File: config.mk
export PLATFORM = sky130hd
export DESIGN_NAME = sbch_ctrl
export DESIGN_NICKNAME = d
export VERILOG_FILES = /design/src/hw/rtl/sbch_pkg.sv /design/src/hw/rtl/sbch_ctrl.sv
export SDC_FILE = /design/constraint.sdc
export NUM_CORES = 1
export LEC_CHECK = 0
export BUFFER_PORTS_ARGS = -buffer_cell sky130_fd_sc_hd__buf_2
export CAP_MARGIN = 20
export CORE_MARGIN = 3
export CORE_UTILIZATION = 55
export DETAILED_ROUTE_END_ITERATION = 7
export MAX_ROUTING_LAYER = met4
export PLACE_DENSITY_LB_ADDON = 0.15
export SLEW_MARGIN = 10
export SYNTH_ARGS = -nofsm -noshare
export SYNTH_HDL_FRONTEND = slang
export SYNTH_SLANG_ARGS = --single-unit
export TNS_END_PERCENT = 100
File: constraint.sdc
create_clock -name aclk -period 4.5 [get_ports aclk]
set_clock_uncertainty 0.1 [all_clocks]
set_input_delay 0.45 -clock aclk [delete_from_list [all_inputs] [get_ports aclk]]
set_output_delay 0.45 -clock aclk [all_outputs]
set_load 0.02 [all_outputs]
File: src/hw/rtl/sbch_pkg.sv
`timescale 1ns / 1ps
// Package for the segment/box closest-hit block: stream widths, register map,
// face codes, controller/datapath command and status structs, helpers.
package sbch_pkg;

    localparam int IN_W   = 216;   // 209 field bits padded to whole bytes
    localparam int OUT_W  = 184;   // 179 field bits padded to whole bytes
    localparam int ADDR_W = 5;

    localparam logic [2:0] REG_FROM_X = 3'd0;
    localparam logic [2:0] REG_FROM_Y = 3'd1;
    localparam logic [2:0] REG_FROM_Z = 3'd2;
    localparam logic [2:0] REG_TO_X   = 3'd3;
    localparam logic [2:0] REG_TO_Y   = 3'd4;
    localparam logic [2:0] REG_TO_Z   = 3'd5;
    localparam logic [2:0] REG_INSIDE = 3'd6;

    localparam logic [2:0] FACE_MISS   = 3'd0;
    localparam logic [2:0] FACE_INSIDE = 3'd6;

    typedef struct packed {
        logic       load;
        logic       next_axis;
        logic       div_init;
        logic       div_step;
        logic       mul_lerp;
        logic       lerp_wr;
        logic       set_hit;
        logic       set_inside;
        logic       mul_dist;
        logic       acc;
        logic       finish;
        logic [1:0] sel;        // lerp lane (0: b, 1: c) or distance axis
    } cmd_t;

    typedef struct packed {
        logic below;
        logic above;
        logic early;
        logic in_b;
        logic in_c;
        logic start_in;
        logic last_axis;
        logic out_free;
    } sts_t;

    function automatic logic signed [32:0] diff33(input logic signed [31:0] a,
                                                  input logic signed [31:0] b);
        diff33 = {a[31], a} - {b[31], b};
    endfunction

    function automatic logic [31:0] mag33(input logic signed [32:0] v);
        logic [32:0] n;
        n = v[32] ? -v : v;
        mag33 = n[31:0];
    endfunction

endpackage

File: src/hw/rtl/sbch_ctrl.sv
`timescale 1ns / 1ps
// Sequencer for the segment/box closest-hit block.
// Depends on sbch_pkg; drives sbch_dp through cmd_t, reads sts_t.
module sbch_ctrl import sbch_pkg::*; (
    input  logic aclk,
    input  logic aresetn,
    input  logic s_tvalid,
    output logic s_tready,
    input  sts_t sts,
    output cmd_t cmd
);

    localparam logic [3:0] ST_IDLE   = 4'd0;
    localparam logic [3:0] ST_EVAL   = 4'd1;
    localparam logic [3:0] ST_DIV    = 4'd2;
    localparam logic [3:0] ST_MULB   = 4'd3;
    localparam logic [3:0] ST_LERPB  = 4'd4;
    localparam logic [3:0] ST_CHKB   = 4'd5;
    localparam logic [3:0] ST_MULC   = 4'd6;
    localparam logic [3:0] ST_LERPC  = 4'd7;
    localparam logic [3:0] ST_CHKC   = 4'd8;
    localparam logic [3:0] ST_INSIDE = 4'd9;
    localparam logic [3:0] ST_DMUL   = 4'd10;
    localparam logic [3:0] ST_DACC   = 4'd11;
    localparam logic [3:0] ST_FINAL  = 4'd12;

    logic [3:0] state_reg, state_next;
    logic [4:0] cnt_reg, cnt_next;

    assign s_tready = (state_reg == ST_IDLE);

    always_ff @(posedge aclk) begin
        if (!aresetn) begin
            state_reg <= ST_IDLE;
            cnt_reg   <= '0;
        end else begin
            state_reg <= state_next;
            cnt_reg   <= cnt_next;
        end
    end

    always_comb begin
        cmd        = '0;
        state_next = state_reg;
        cnt_next   = cnt_reg;
        unique case (state_reg)
            ST_IDLE: begin
                if (s_tvalid) begin
                    cmd.load   = 1'b1;
                    state_next = ST_EVAL;
                end
            end
            ST_EVAL: begin
                if (sts.early) begin
                    state_next = ST_FINAL;
                end else if (sts.below || sts.above) begin
                    cmd.div_init = 1'b1;
                    cnt_next     = '0;
                    state_next   = ST_DIV;
                end else if (sts.last_axis) begin
                    state_next = ST_INSIDE;
                end else begin
                    cmd.next_axis = 1'b1;
                end
            end
            ST_DIV: begin
                cmd.div_step = 1'b1;
                if (cnt_reg == 5'd31) state_next = ST_MULB;
                else                  cnt_next   = cnt_reg + 5'd1;
            end
            ST_MULB: begin
                cmd.mul_lerp = 1'b1;
                state_next   = ST_LERPB;
            end
            ST_LERPB: begin
                cmd.lerp_wr = 1'b1;
                state_next  = ST_CHKB;
            end
            ST_CHKB: begin
                if (sts.in_b) begin
                    state_next = ST_MULC;
                end else if (sts.last_axis) begin
                    state_next = ST_INSIDE;
                end else begin
                    cmd.next_axis = 1'b1;
                    state_next    = ST_EVAL;
                end
            end
            ST_MULC: begin
                cmd.mul_lerp = 1'b1;
                cmd.sel      = 2'd1;
                state_next   = ST_LERPC;
            end
            ST_LERPC: begin
                cmd.lerp_wr = 1'b1;
                cmd.sel     = 2'd1;
                state_next  = ST_CHKC;
            end
            ST_CHKC: begin
                if (sts.in_c) begin
                    cmd.set_hit = 1'b1;
                    cnt_next    = '0;
                    state_next  = ST_DMUL;
                end else if (sts.last_axis) begin
                    state_next = ST_INSIDE;
                end else begin
                    cmd.next_axis = 1'b1;
                    state_next    = ST_EVAL;
                end
            end
            ST_INSIDE: begin
                if (sts.start_in) begin
                    cmd.set_inside = 1'b1;
                    cnt_next       = '0;
                    state_next     = ST_DMUL;
                end else begin
                    state_next = ST_FINAL;
                end
            end
            ST_DMUL: begin
                cmd.mul_dist = 1'b1;
                cmd.sel      = cnt_reg[1:0];
                state_next   = ST_DACC;
            end
            ST_DACC: begin
                cmd.acc = 1'b1;
                if (cnt_reg == 5'd2) begin
                    state_next = ST_FINAL;
                end else begin
                    cnt_next   = cnt_reg + 5'd1;
                    state_next = ST_DMUL;
                end
            end
            ST_FINAL: begin
                if (sts.out_free) begin
                    cmd.finish = 1'b1;
                    state_next = ST_IDLE;
                end
            end
            default: state_next = ST_IDLE;
        endcase
    end

endmodule

==> flow_metrics.py, run 1 <==
metrics = {
    "synth": {
        "yosysSeqAreaShare_pct": 20.11,
        "synth_seq_cells": 9,
        "yosysTopAreaCellShare_pct": 20.11,
        "synth_edf_count": 0,
        "synthArstFlopShare_pct": 0,
        "ys_types": 42,
        "synth.cell_area_um2": 895.9,
        "synth_flop_cell": "dfxtp_1",
        "synthTopCellsByArea": "dfxtp_1 (20%), a21oi_1 (4.5%), nor3_1 (4.5%)",
        "yosys.area.top_type": "dfxtp_1",
        "syn_area_per_cell_um2": 7.343,
        "synth_cells": 122,
        "synth_fp_nets": 136,
        "ys_warn_count": 0,
        "synthTopCellsByCount": "nand2_1 (10), nor2_1 (10), dfxtp_1 (9)",
    },
    "timing": {
        "slew_viol_final": 0,
        "tns_ns": 0,
        "hold_violations": 0,
        "rsz0062_at_grt": "no",
        "slew_headroom_pct": 53.20,
        "setup_viol": 0,
        "fmax_mhz": 364.4,
        "post-route-min-period_ns": 2.744,
        "period_share_pct": 60.99,
        "tightest_slew_ns": 0.7010,
    },
    "worst_setup_path": {
        "cpPeakStageDelay_ns": 0.77,
        "path_class": "reg2out",
        "end_kind": "output pin",
        "path_cells": "nor2b_1 -> nand4b_1 -> a2111oi_0 -> buf_2",
        "cp_max_fo": 19,
        "crit_required_ns": 3.95,
        "cp-start-kind": "flip-flop",
        "crit_path_top_delay_cell": "dfxtp_1",
        "cp.arrival_ns": 2.19,
    },
    "routing": {
        "ant_nets": 0,
        "drc": 0,
        "detailroute.via_count": 1028,
        "top_layer": "met4",
        "avgRoutedWirePerCell_um": 15.48,
        "dr_wl_met2_mm": 1.087,
        "met3_length_um": 258,
        "avgViaCountPerCell": 6.590,
        "drt-pass1-iter-count": 4,
        "met1_length_mm": 1.038,
        "routed_wl_mm": 2.415,
        "drt_iter0_markers": 31,
    },
    "cells_and_area": {
        "final_cell_area_um2": 1012,
        "largest_register_ffs": 5,
        "diodes": 0,
        "area_growth_pct": 12.99,
        "final_layout_size_suffix_gt1_share_pct": 24.82,
        "n_fill_cell": 125,
        "nets": 156,
    },
    "grt": {
        "antenna_found_initial": 0,
        "grt_use_total_pct": 25.77,
        "grt_pass1_wl_mm": 3.946,
        "grt_max_degree": 24,
        "grt_overflow": 0,
        "grt_pass1_vias": 905,
    },
    "clock_network": {
        "numCtsBuffers": 3,
        "clk_pin_slew_ns": 0.06,
        "cts_tree": "yes",
        "clock-sinks": 9,
        "cts_root_buf": "clkbuf_4",
        "hold_buffers": 0,
        "htree_levels": 1,
        "cts_setup_buffers": 0,
        "clock_latency_ns": 0.26,
        "post_cts_resized": 0,
        "clock_path_buffers": 2,
    },
    "power_and_ir_drop": {
        "switchingPower_uw": 289.7,
        "p_int_uw": 256.5,
        "power_uw": 546.2,
        "vdd_drop_max_mv": 0.3881,
        "sw_frac_of_total_pct": 53.05,
        "seq_power_share_pct": 30.8,
        "power.density_nw_per_um2": 539.6,
        "p_leak_nw": 0.4507,
        "pwr-share-comb_pct": 57.8,
        "p_clk_share_pct": 11.4,
    },
    "floorplan": {
        "die_x_um": 46.36,
        "num_rows": 13,
        "initial_utilization_pct": 63.31,
        "ios": 25,
        "core_um2": 1415,
        "fp.dieH_um": 46.36,
        "fp.dieArea_um2": 2149,
    },
    "placed_design": {
        "placed_area_um2": 985.9,
        "place.gp.congestion": 0.8891,
        "portBuffers": 24,
        "dp_hpwl_mm": 1.873,
    },
    "worst_hold_path": {
        "hold_path_class": "in2reg",
    },
    "outcome": {
        "status": "complete, no violations",
    },
    "run": {
        "cap_violations": 0,
    },
}
## power by group through the flow
stage | sequential, mW | clock [mW] | combinational [mW]
6_report | 0.168 | 0.0623 | 0.315
5_1_grt | 0.177 | 0.0677 | 0.343
4_1_cts | 0.167 | 0.0636 | 0.313
3_5_place_dp | 0.168 | 0 | 0.313
3_3_place_gp | 0.165 | 0 | 0.306
2_1_floorplan | 0.111 | 0 | 0.310
## metal layers
metal | up-vias | GRT usage, %
li1 | 498 | -
met1 | 461 | 34.19
met2 | 64 | 38.19
met3 | 5 | 6.250
met4 | 0 | 7.955
met5 | - | -
## final timing paths
kind / startpoint / end / slack (ns) / cells after the start
worst max-delay path: state_reg[0]$_SDFFE_PN0P_ / cmd[11] / 1.76 / 4
worst min-delay path: sts[1] / state_reg[3]$_SDFFE_PN0P_ / 0.38 / 3
worst max register to register: cnt_reg[0]$_SDFFE_PN0P_ / cnt_reg[3]$_SDFFE_PN0P_ / 1.91 / 8
worst min register to register: cnt_reg[4]$_SDFFE_PN0P_ / cnt_reg[4]$_SDFFE_PN0P_ / 0.40 / 2
## worst max-delay path, delay by kind of cell (launching register included)
family,cells,cell delay (ns)
AO/OA/AOI/OAI,1,0.37
buffers and inverters,1,0.23
AND/OR/NAND/NOR,2,0.56
flip-flops,1,0.77
## through the flow
stage | setup slack (ns) | hold WS, ns | cells | utilization [%]
after floorplan | 1.763 | 0.3506 | 122 | -
after global placement | 1.985 | 0.3880 | 152 | 69.67
after detailed placement | 1.918 | 0.3884 | 152 | 69.67
after CTS | 1.778 | 0.3771 | 156 | 71.53
after global routing | 1.544 | 0.4104 | 156 | 71.53
final | 1.756 | 0.3836 | 156 | 71.53
## layout make-up
type / count / area, um2 / share of cell area (%)
Multi-Input combinational cell: 98 / 644.4 / 63.66
Inverter: 6 / 22.52 / 2.225
Timing Repair Buffer: 24 / 120.1 / 11.87
Sequential cell: 9 / 180.2 / 17.80
Clock buffer: 4 / 26.28 / 2.596
Tap cell: 15 / 18.77 / 1.854
## cell usage in the layout (no fill, tap or decap), drive strengths merged, types with 2 or more instances in the layout
cell	instances
a21oi	8
a31o	2
a31oi	4
and2	2
and3	2
buf	24
clkbuf	4
dfxtp	9
ha	3
inv	6
mux2	2
mux2i	3
nand2	10
nand2b	4
nand3	3
nand4b	2
nor2	10
nor2b	3
nor3	8
nor4	3
o21a	3
o21ai	4
o311ai	3
o31ai	2
or2	2
## cell families after synthesis
group / Yosys count / share of synthesized area (%)
AND/OR/NAND/NOR: 54 / 32.82
buffers and inverters: 15 / 7.960
XOR/XNOR: 1 / 0.9778
AO/OA/AOI/OAI: 35 / 28.07
flip-flops: 9 / 20.11
multiplexers: 5 / 5.866
adder cells (fa/ha/maj): 3 / 4.190
Power figures use the tool's default switching activity.
==> run 2, diff against run 1 <==
--- a/config.mk
+++ b/config.mk
@@ -8,7 +8,7 @@
 export BUFFER_PORTS_ARGS = -buffer_cell sky130_fd_sc_hd__buf_2
 export CAP_MARGIN = 20
 export CORE_MARGIN = 3
-export CORE_UTILIZATION = 55
+export CORE_UTILIZATION = 51
 export DETAILED_ROUTE_END_ITERATION = 7
 export MAX_ROUTING_LAYER = met4
 export PLACE_DENSITY_LB_ADDON = 0.15
==> constraint.sdc (replaced) <==
create_clock -name aclk -period 2.7 [get_ports aclk]
set_clock_uncertainty 0.1 [all_clocks]
set_input_delay 0.27 -clock aclk [delete_from_list [all_inputs] [get_ports aclk]]
set_output_delay 0.27 -clock aclk [all_outputs]
set_load 0.02 [all_outputs]
==> run 2 against run 1 <==
Global-route usage is 0.72 points lower; setup slack worse by 1.6 ns; via count is 0.97% lower.
==> flow_metrics.py, run 2 (synthesis results as in run 1) <==
metrics = {
    "placed_design": {
        "post-place-ws_ns": 0.1688,
        "place.gp.congestion": 0.9164,
        "dp_hpwl_mm": 1.830,
        "dp.cells": 155,
        "portBuffers": 24,
    },
    "clock_network": {
        "clock-sinks": 9,
        "post_cts_resized": 0,
        "clk_pin_slew_ns": 0.07,
        "htree_levels": 1,
        "clock_latency_ns": 0.28,
        "cts_setup_buffers": 0,
        "hold_buffers": 0,
        "clock_path_buffers": 2,
        "numCtsBuffers": 3,
        "cts_tree": "yes",
        "cts_root_buf": "clkbuf_4",
    },
    "cells_and_area": {
        "nets": 158,
        "diodes": 0,
        "layout_common_cells": "buf_2 (24), nand2_1 (10), nor2_1 (10)",
        "final_common_cell": "buf_2",
        "n_fill_cell": 144,
        "fin_cells": 159,
        "area_growth_pct": 15.08,
        "largest_register_ffs": 5,
        "final_layout_size_suffix_gt1_share_pct": 26.57,
    },
    "timing": {
        "fmax_mhz": 387.7,
        "slew_headroom_pct": 60.97,
        "tns_ns": 0,
        "rsz0062_at_grt": "no",
        "layout_setup_ws_ns": 0.1205,
        "period_share_pct": 95.54,
        "hold_violations": 0,
        "post-route-min-period_ns": 2.580,
        "slew_viol_final": 0,
        "setup_viol": 0,
        "tightest_slew_ns": 0.5846,
    },
    "outcome": {
        "status": "complete, no violations",
    },
    "grt": {
        "antenna_found_initial": 0,
        "grt_use_total_pct": 25.06,
        "grt_overflow": 0,
        "grt_max_degree": 18,
        "grt_pass1_wl_mm": 3.926,
        "grt_pass1_vias": 900,
    },
    "power_and_ir_drop": {
        "p_int_uw": 443.4,
        "pwr-share-comb_pct": 61.3,
        "seq_power_share_pct": 26.9,
        "vdd_drop_max_mv": 0.4775,
        "p_leak_nw": 0.4613,
        "switchingPower_uw": 494.4,
        "sw_frac_of_total_pct": 52.72,
        "power.density_nw_per_um2": 909.6,
        "p_clk_share_pct": 11.8,
    },
    "worst_setup_path": {
        "cp_max_fo": 7,
        "path_class": "reg2reg",
        "end_kind": "flip-flop",
        "cp-start-kind": "flip-flop",
        "cp.arrival_ns": 2.65,
        "regToRegSetupSlack_ns": 0.12,
        "crit_required_ns": 2.77,
    },
    "routing": {
        "ant_nets": 0,
        "routed_wl_mm": 2.428,
        "drc": 0,
        "drt-pass1-iter-count": 5,
        "drt_iter0_markers": 43,
        "avgRoutedWirePerCell_um": 15.27,
        "avgViaCountPerCell": 6.403,
        "detailroute.via_count": 1018,
    },
    "floorplan": {
        "die_x_um": 47.91,
        "fp.dieArea_um2": 2295,
        "core_um2": 1577,
        "fp.dieH_um": 47.91,
        "num_rows": 14,
        "initial_utilization_pct": 56.83,
        "ios": 25,
    },
    "worst_hold_path": {
        "hold_path_class": "in2reg",
    },
    "run": {
        "cap_violations": 0,
    },
}
run 2: worst paths after layout:
path                                               from                         to  depth (start not counted)
worst max register to register  cnt_reg[0]$_SDFFE_PN0P_    cnt_reg[3]$_SDFFE_PN0P_                          8
worst min register to register  cnt_reg[4]$_SDFFE_PN0P_    cnt_reg[4]$_SDFFE_PN0P_                          2
worst min-delay path                             sts[1]  state_reg[3]$_SDFFE_PN0P_                          3
worst max-delay path            cnt_reg[0]$_SDFFE_PN0P_    cnt_reg[3]$_SDFFE_PN0P_                          8
run 2: metal layers:
layer  global-route usage [%]  vias up  part of all wire, %
met4                    10.22        0                  1.0
met2                    35.62       46                   45
met3                    5.639        3                  8.7
li1                         -      501                    -
met1                    33.70      468                   45
met5                        -        -                    0
run 2: power groups by stage:
| stage | logic [mW] | registers, mW | clock network, mW |
|---|---|---|---|
| global route | 0.632 | 0.257 | 0.121 |
| detailed placement | 0.564 | 0.251 | 0 |
| finish | 0.575 | 0.252 | 0.111 |
| global placement | 0.554 | 0.249 | 0 |
| floorplan | 0.517 | 0.185 | 0 |
| CTS | 0.566 | 0.247 | 0.114 |
run 2: area by class of cell:
class                   count  area (um2)  share of cell area (%)
clock buffers               4       26.28                   2.549
flip-flops and latches      9       180.2                   17.48
repair buffers             26       135.1                   13.11
multi-input cells          98       646.9                   62.74
inverters                   6       22.52                   2.184
well taps                  16       20.02                   1.942
run 2: critical path: stages, from the launching register on:
cell and delay [ns]:
dfxtp_1 0.37, ha_1 0.24, and3_1 0.18, ha_1 0.19, nor4b_2 0.23, a31oi_1 0.07
a221o_1 0.44, or2_1 0.32, o41ai_2 0.31
run 2: per-stage QoR:
step | instance area, um2 | hold slack (ns) | total power [mW] | utilization (%)
after floorplan | 895.9 | 0.3292 | 0.7024 | -
after global placement | 1002 | 0.3941 | 0.8034 | 63.57
after detailed placement | 1002 | 0.3923 | 0.8150 | 63.57
after CTS | 1028 | 0.1624 | 0.9277 | 65.24
after global routing | 1031 | 0.2018 | 1.009 | 65.40
final | 1031 | 0.1685 | 0.9378 | 65.40
==> run 3, diff against run 2 <==
--- a/config.mk
+++ b/config.mk
@@ -8,7 +8,7 @@
 export BUFFER_PORTS_ARGS = -buffer_cell sky130_fd_sc_hd__buf_2
 export CAP_MARGIN = 20
 export CORE_MARGIN = 3
-export CORE_UTILIZATION = 51
+export CORE_UTILIZATION = 29
 export DETAILED_ROUTE_END_ITERATION = 7
 export MAX_ROUTING_LAYER = met4
 export PLACE_DENSITY_LB_ADDON = 0.15
==> run 3 against run 2 <==
Cell area is 2.7% higher; largest power group unchanged; sequential share of layout area is 0.22 points lower; highest routed layer unchanged; register-to-register slack better by 0.07 ns; non-clock buffer count is 1 higher; critical endpoint unchanged; maximum frequency is 2.8% higher.
==> flow_metrics.py, run 3 (synthesis results as in run 1) <==
metrics = {
    "clock_network": {
        "clock-sinks": 9,
        "cts_setup_buffers": 0,
        "clk_pin_slew_ns": 0.06,
        "cts_tree": "yes",
        "numCtsBuffers": 3,
        "htree_levels": 1,
        "hold_buffers": 0,
        "clock_latency_ns": 0.26,
        "clock_path_buffers": 2,
        "cts_root_buf": "clkbuf_4",
    },
    "timing": {
        "fmax_mhz": 398.7,
        "post-route-min-period_ns": 2.508,
        "slew_viol_final": 0,
        "rsz0062_at_grt": "no",
        "period_share_pct": 92.89,
        "slew_headroom_pct": 61.52,
        "tns_ns": 0,
        "hold_violations": 0,
        "setup_viol": 0,
        "tightest_slew_ns": 0.5764,
    },
    "power_and_ir_drop": {
        "seq_power_share_pct": 27.5,
        "power_uw": 941.9,
        "pwr-share-comb_pct": 61.5,
        "power.density_nw_per_um2": 889.8,
        "sw_frac_of_total_pct": 52.05,
        "p_int_uw": 451.7,
        "switchingPower_uw": 490.2,
        "p_clk_share_pct": 11.0,
        "p_leak_nw": 0.4673,
        "vdd_drop_max_mv": 0.4702,
    },
    "worst_setup_path": {
        "path_class": "reg2reg",
        "cp.arrival_ns": 2.58,
        "cp-start-kind": "flip-flop",
        "crit_required_ns": 2.77,
        "critPathLaunch": "cnt_reg[0]$_SDFFE_PN0P_",
        "cp_max_fo": 7,
        "end_kind": "flip-flop",
        "reg2reg_depth": 8,
        "reg2reg_from": "cnt_reg[0]$_SDFFE_PN0P_",
    },
    "cells_and_area": {
        "multi_input_area_um2": 645.6,
        "layout_common_cells": "buf_2 (24), nand2_1 (10), nor2_1 (10)",
        "area_growth_pct": 18.16,
        "largest_register_ffs": 5,
        "nets": 159,
        "ff_latch_area_um2": 182.7,
        "n_fill_cell": 316,
        "final_common_cell": "buf_2",
        "final_layout_size_suffix_gt1_share_pct": 27.78,
        "final_cell_area_um2": 1059,
        "diodes": 0,
    },
    "placed_design": {
        "place.gp.congestion": 0.8038,
        "dp_hpwl_mm": 2.021,
        "portBuffers": 24,
        "placed_area_um2": 1028,
    },
    "run": {
        "cap_violations": 0,
    },
    "grt": {
        "grt_pass1_vias": 886,
        "antenna_found_initial": 0,
        "grt_pass1_wl_mm": 4.146,
        "grt_use_total_pct": 14.94,
        "grt_overflow": 0,
        "grt_max_degree": 18,
    },
    "floorplan": {
        "core_um2": 2853,
        "fp.dieArea_um2": 3792,
        "initial_utilization_pct": 31.40,
        "die_x_um": 61.58,
        "ios": 25,
        "num_rows": 19,
        "fp.dieH_um": 61.58,
    },
    "worst_hold_path": {
        "hold_depth": 3,
        "hold_path_class": "in2reg",
        "worstHoldStart": "sts[1]",
    },
    "routing": {
        "drt-pass1-iter-count": 4,
        "avgViaCountPerCell": 5.640,
        "detailroute.via_count": 987,
        "ant_nets": 0,
        "drt_iter0_markers": 26,
        "drc": 0,
        "avgRoutedWirePerCell_um": 14.46,
        "routed_wl_mm": 2.531,
    },
    "outcome": {
        "status": "complete, no violations",
    },
}
## run 3: cell types whose count changed in the layout (fill, tap and decap cells not counted), sizes merged
cell | previous run | this run
buf | 26 | 27
## run 3: path summary, 6_finish.rpt
path	to	slack [ns]
setup / recovery	cnt_reg[3]$_SDFFE_PN0P_	0.19
hold / removal	state_reg[3]$_SDFFE_PN0P_	0.19
setup reg to reg	cnt_reg[3]$_SDFFE_PN0P_	0.19
hold reg to reg	cnt_reg[4]$_SDFFE_PN0P_	0.40
## run 3: final cells by class
type | count | share of cell area, %
clock buffer | 4 | 2.482
multi-input combinational | 98 | 60.99
inverter | 6 | 2.128
tap | 31 | 3.664
timing repair buffer | 27 | 13.48
sequential | 9 | 17.26
## run 3: power by group through the flow
stage	clock [mW]	combinational, mW	sequential [mW]
6_report	0.104	0.579	0.259
5_1_grt	0.118	0.641	0.267
4_1_cts	0.110	0.580	0.252
3_5_place_dp	0	0.577	0.255
3_3_place_gp	0	0.579	0.260
2_1_floorplan	0	0.517	0.185
## run 3: worst max-delay path, cell delays in order, from the launching register on
cell and delay [ns]:
dfxtp_1 0.37, ha_1 0.24, and3_1 0.19, ha_1 0.21, nor4b_2 0.21, a31oi_1 0.07, a221o_1 0.42, or2_1 0.31
o41ai_2 0.31
## run 3: routing by layer
layer  GRT usage [%]  part of all wire, %
met1           20.35                   46
met2           21.82                   44
met3           3.983                  8.2
met4           3.636                  1.3
met5               -                    0
## run 3: metrics by stage
stage               std cells  hold slack, ns  utilization, %  setup WS [ns]
finish                    175          0.1865           37.11         0.1918
floorplan                 122          0.3292               -         0.1435
detailed placement        171          0.3896           36.05         0.1705
CTS                       175          0.1888           36.97         0.1740
global placement          171          0.4065           36.05         0.2317
global route              175          0.2059           37.11        0.01490
## run 3: repair_timing
item | CTS | global route
resized for setup | 0 | 3
endpoints found under the setup margin | 0 | 1
hold endpoints to repair | 0 | 0
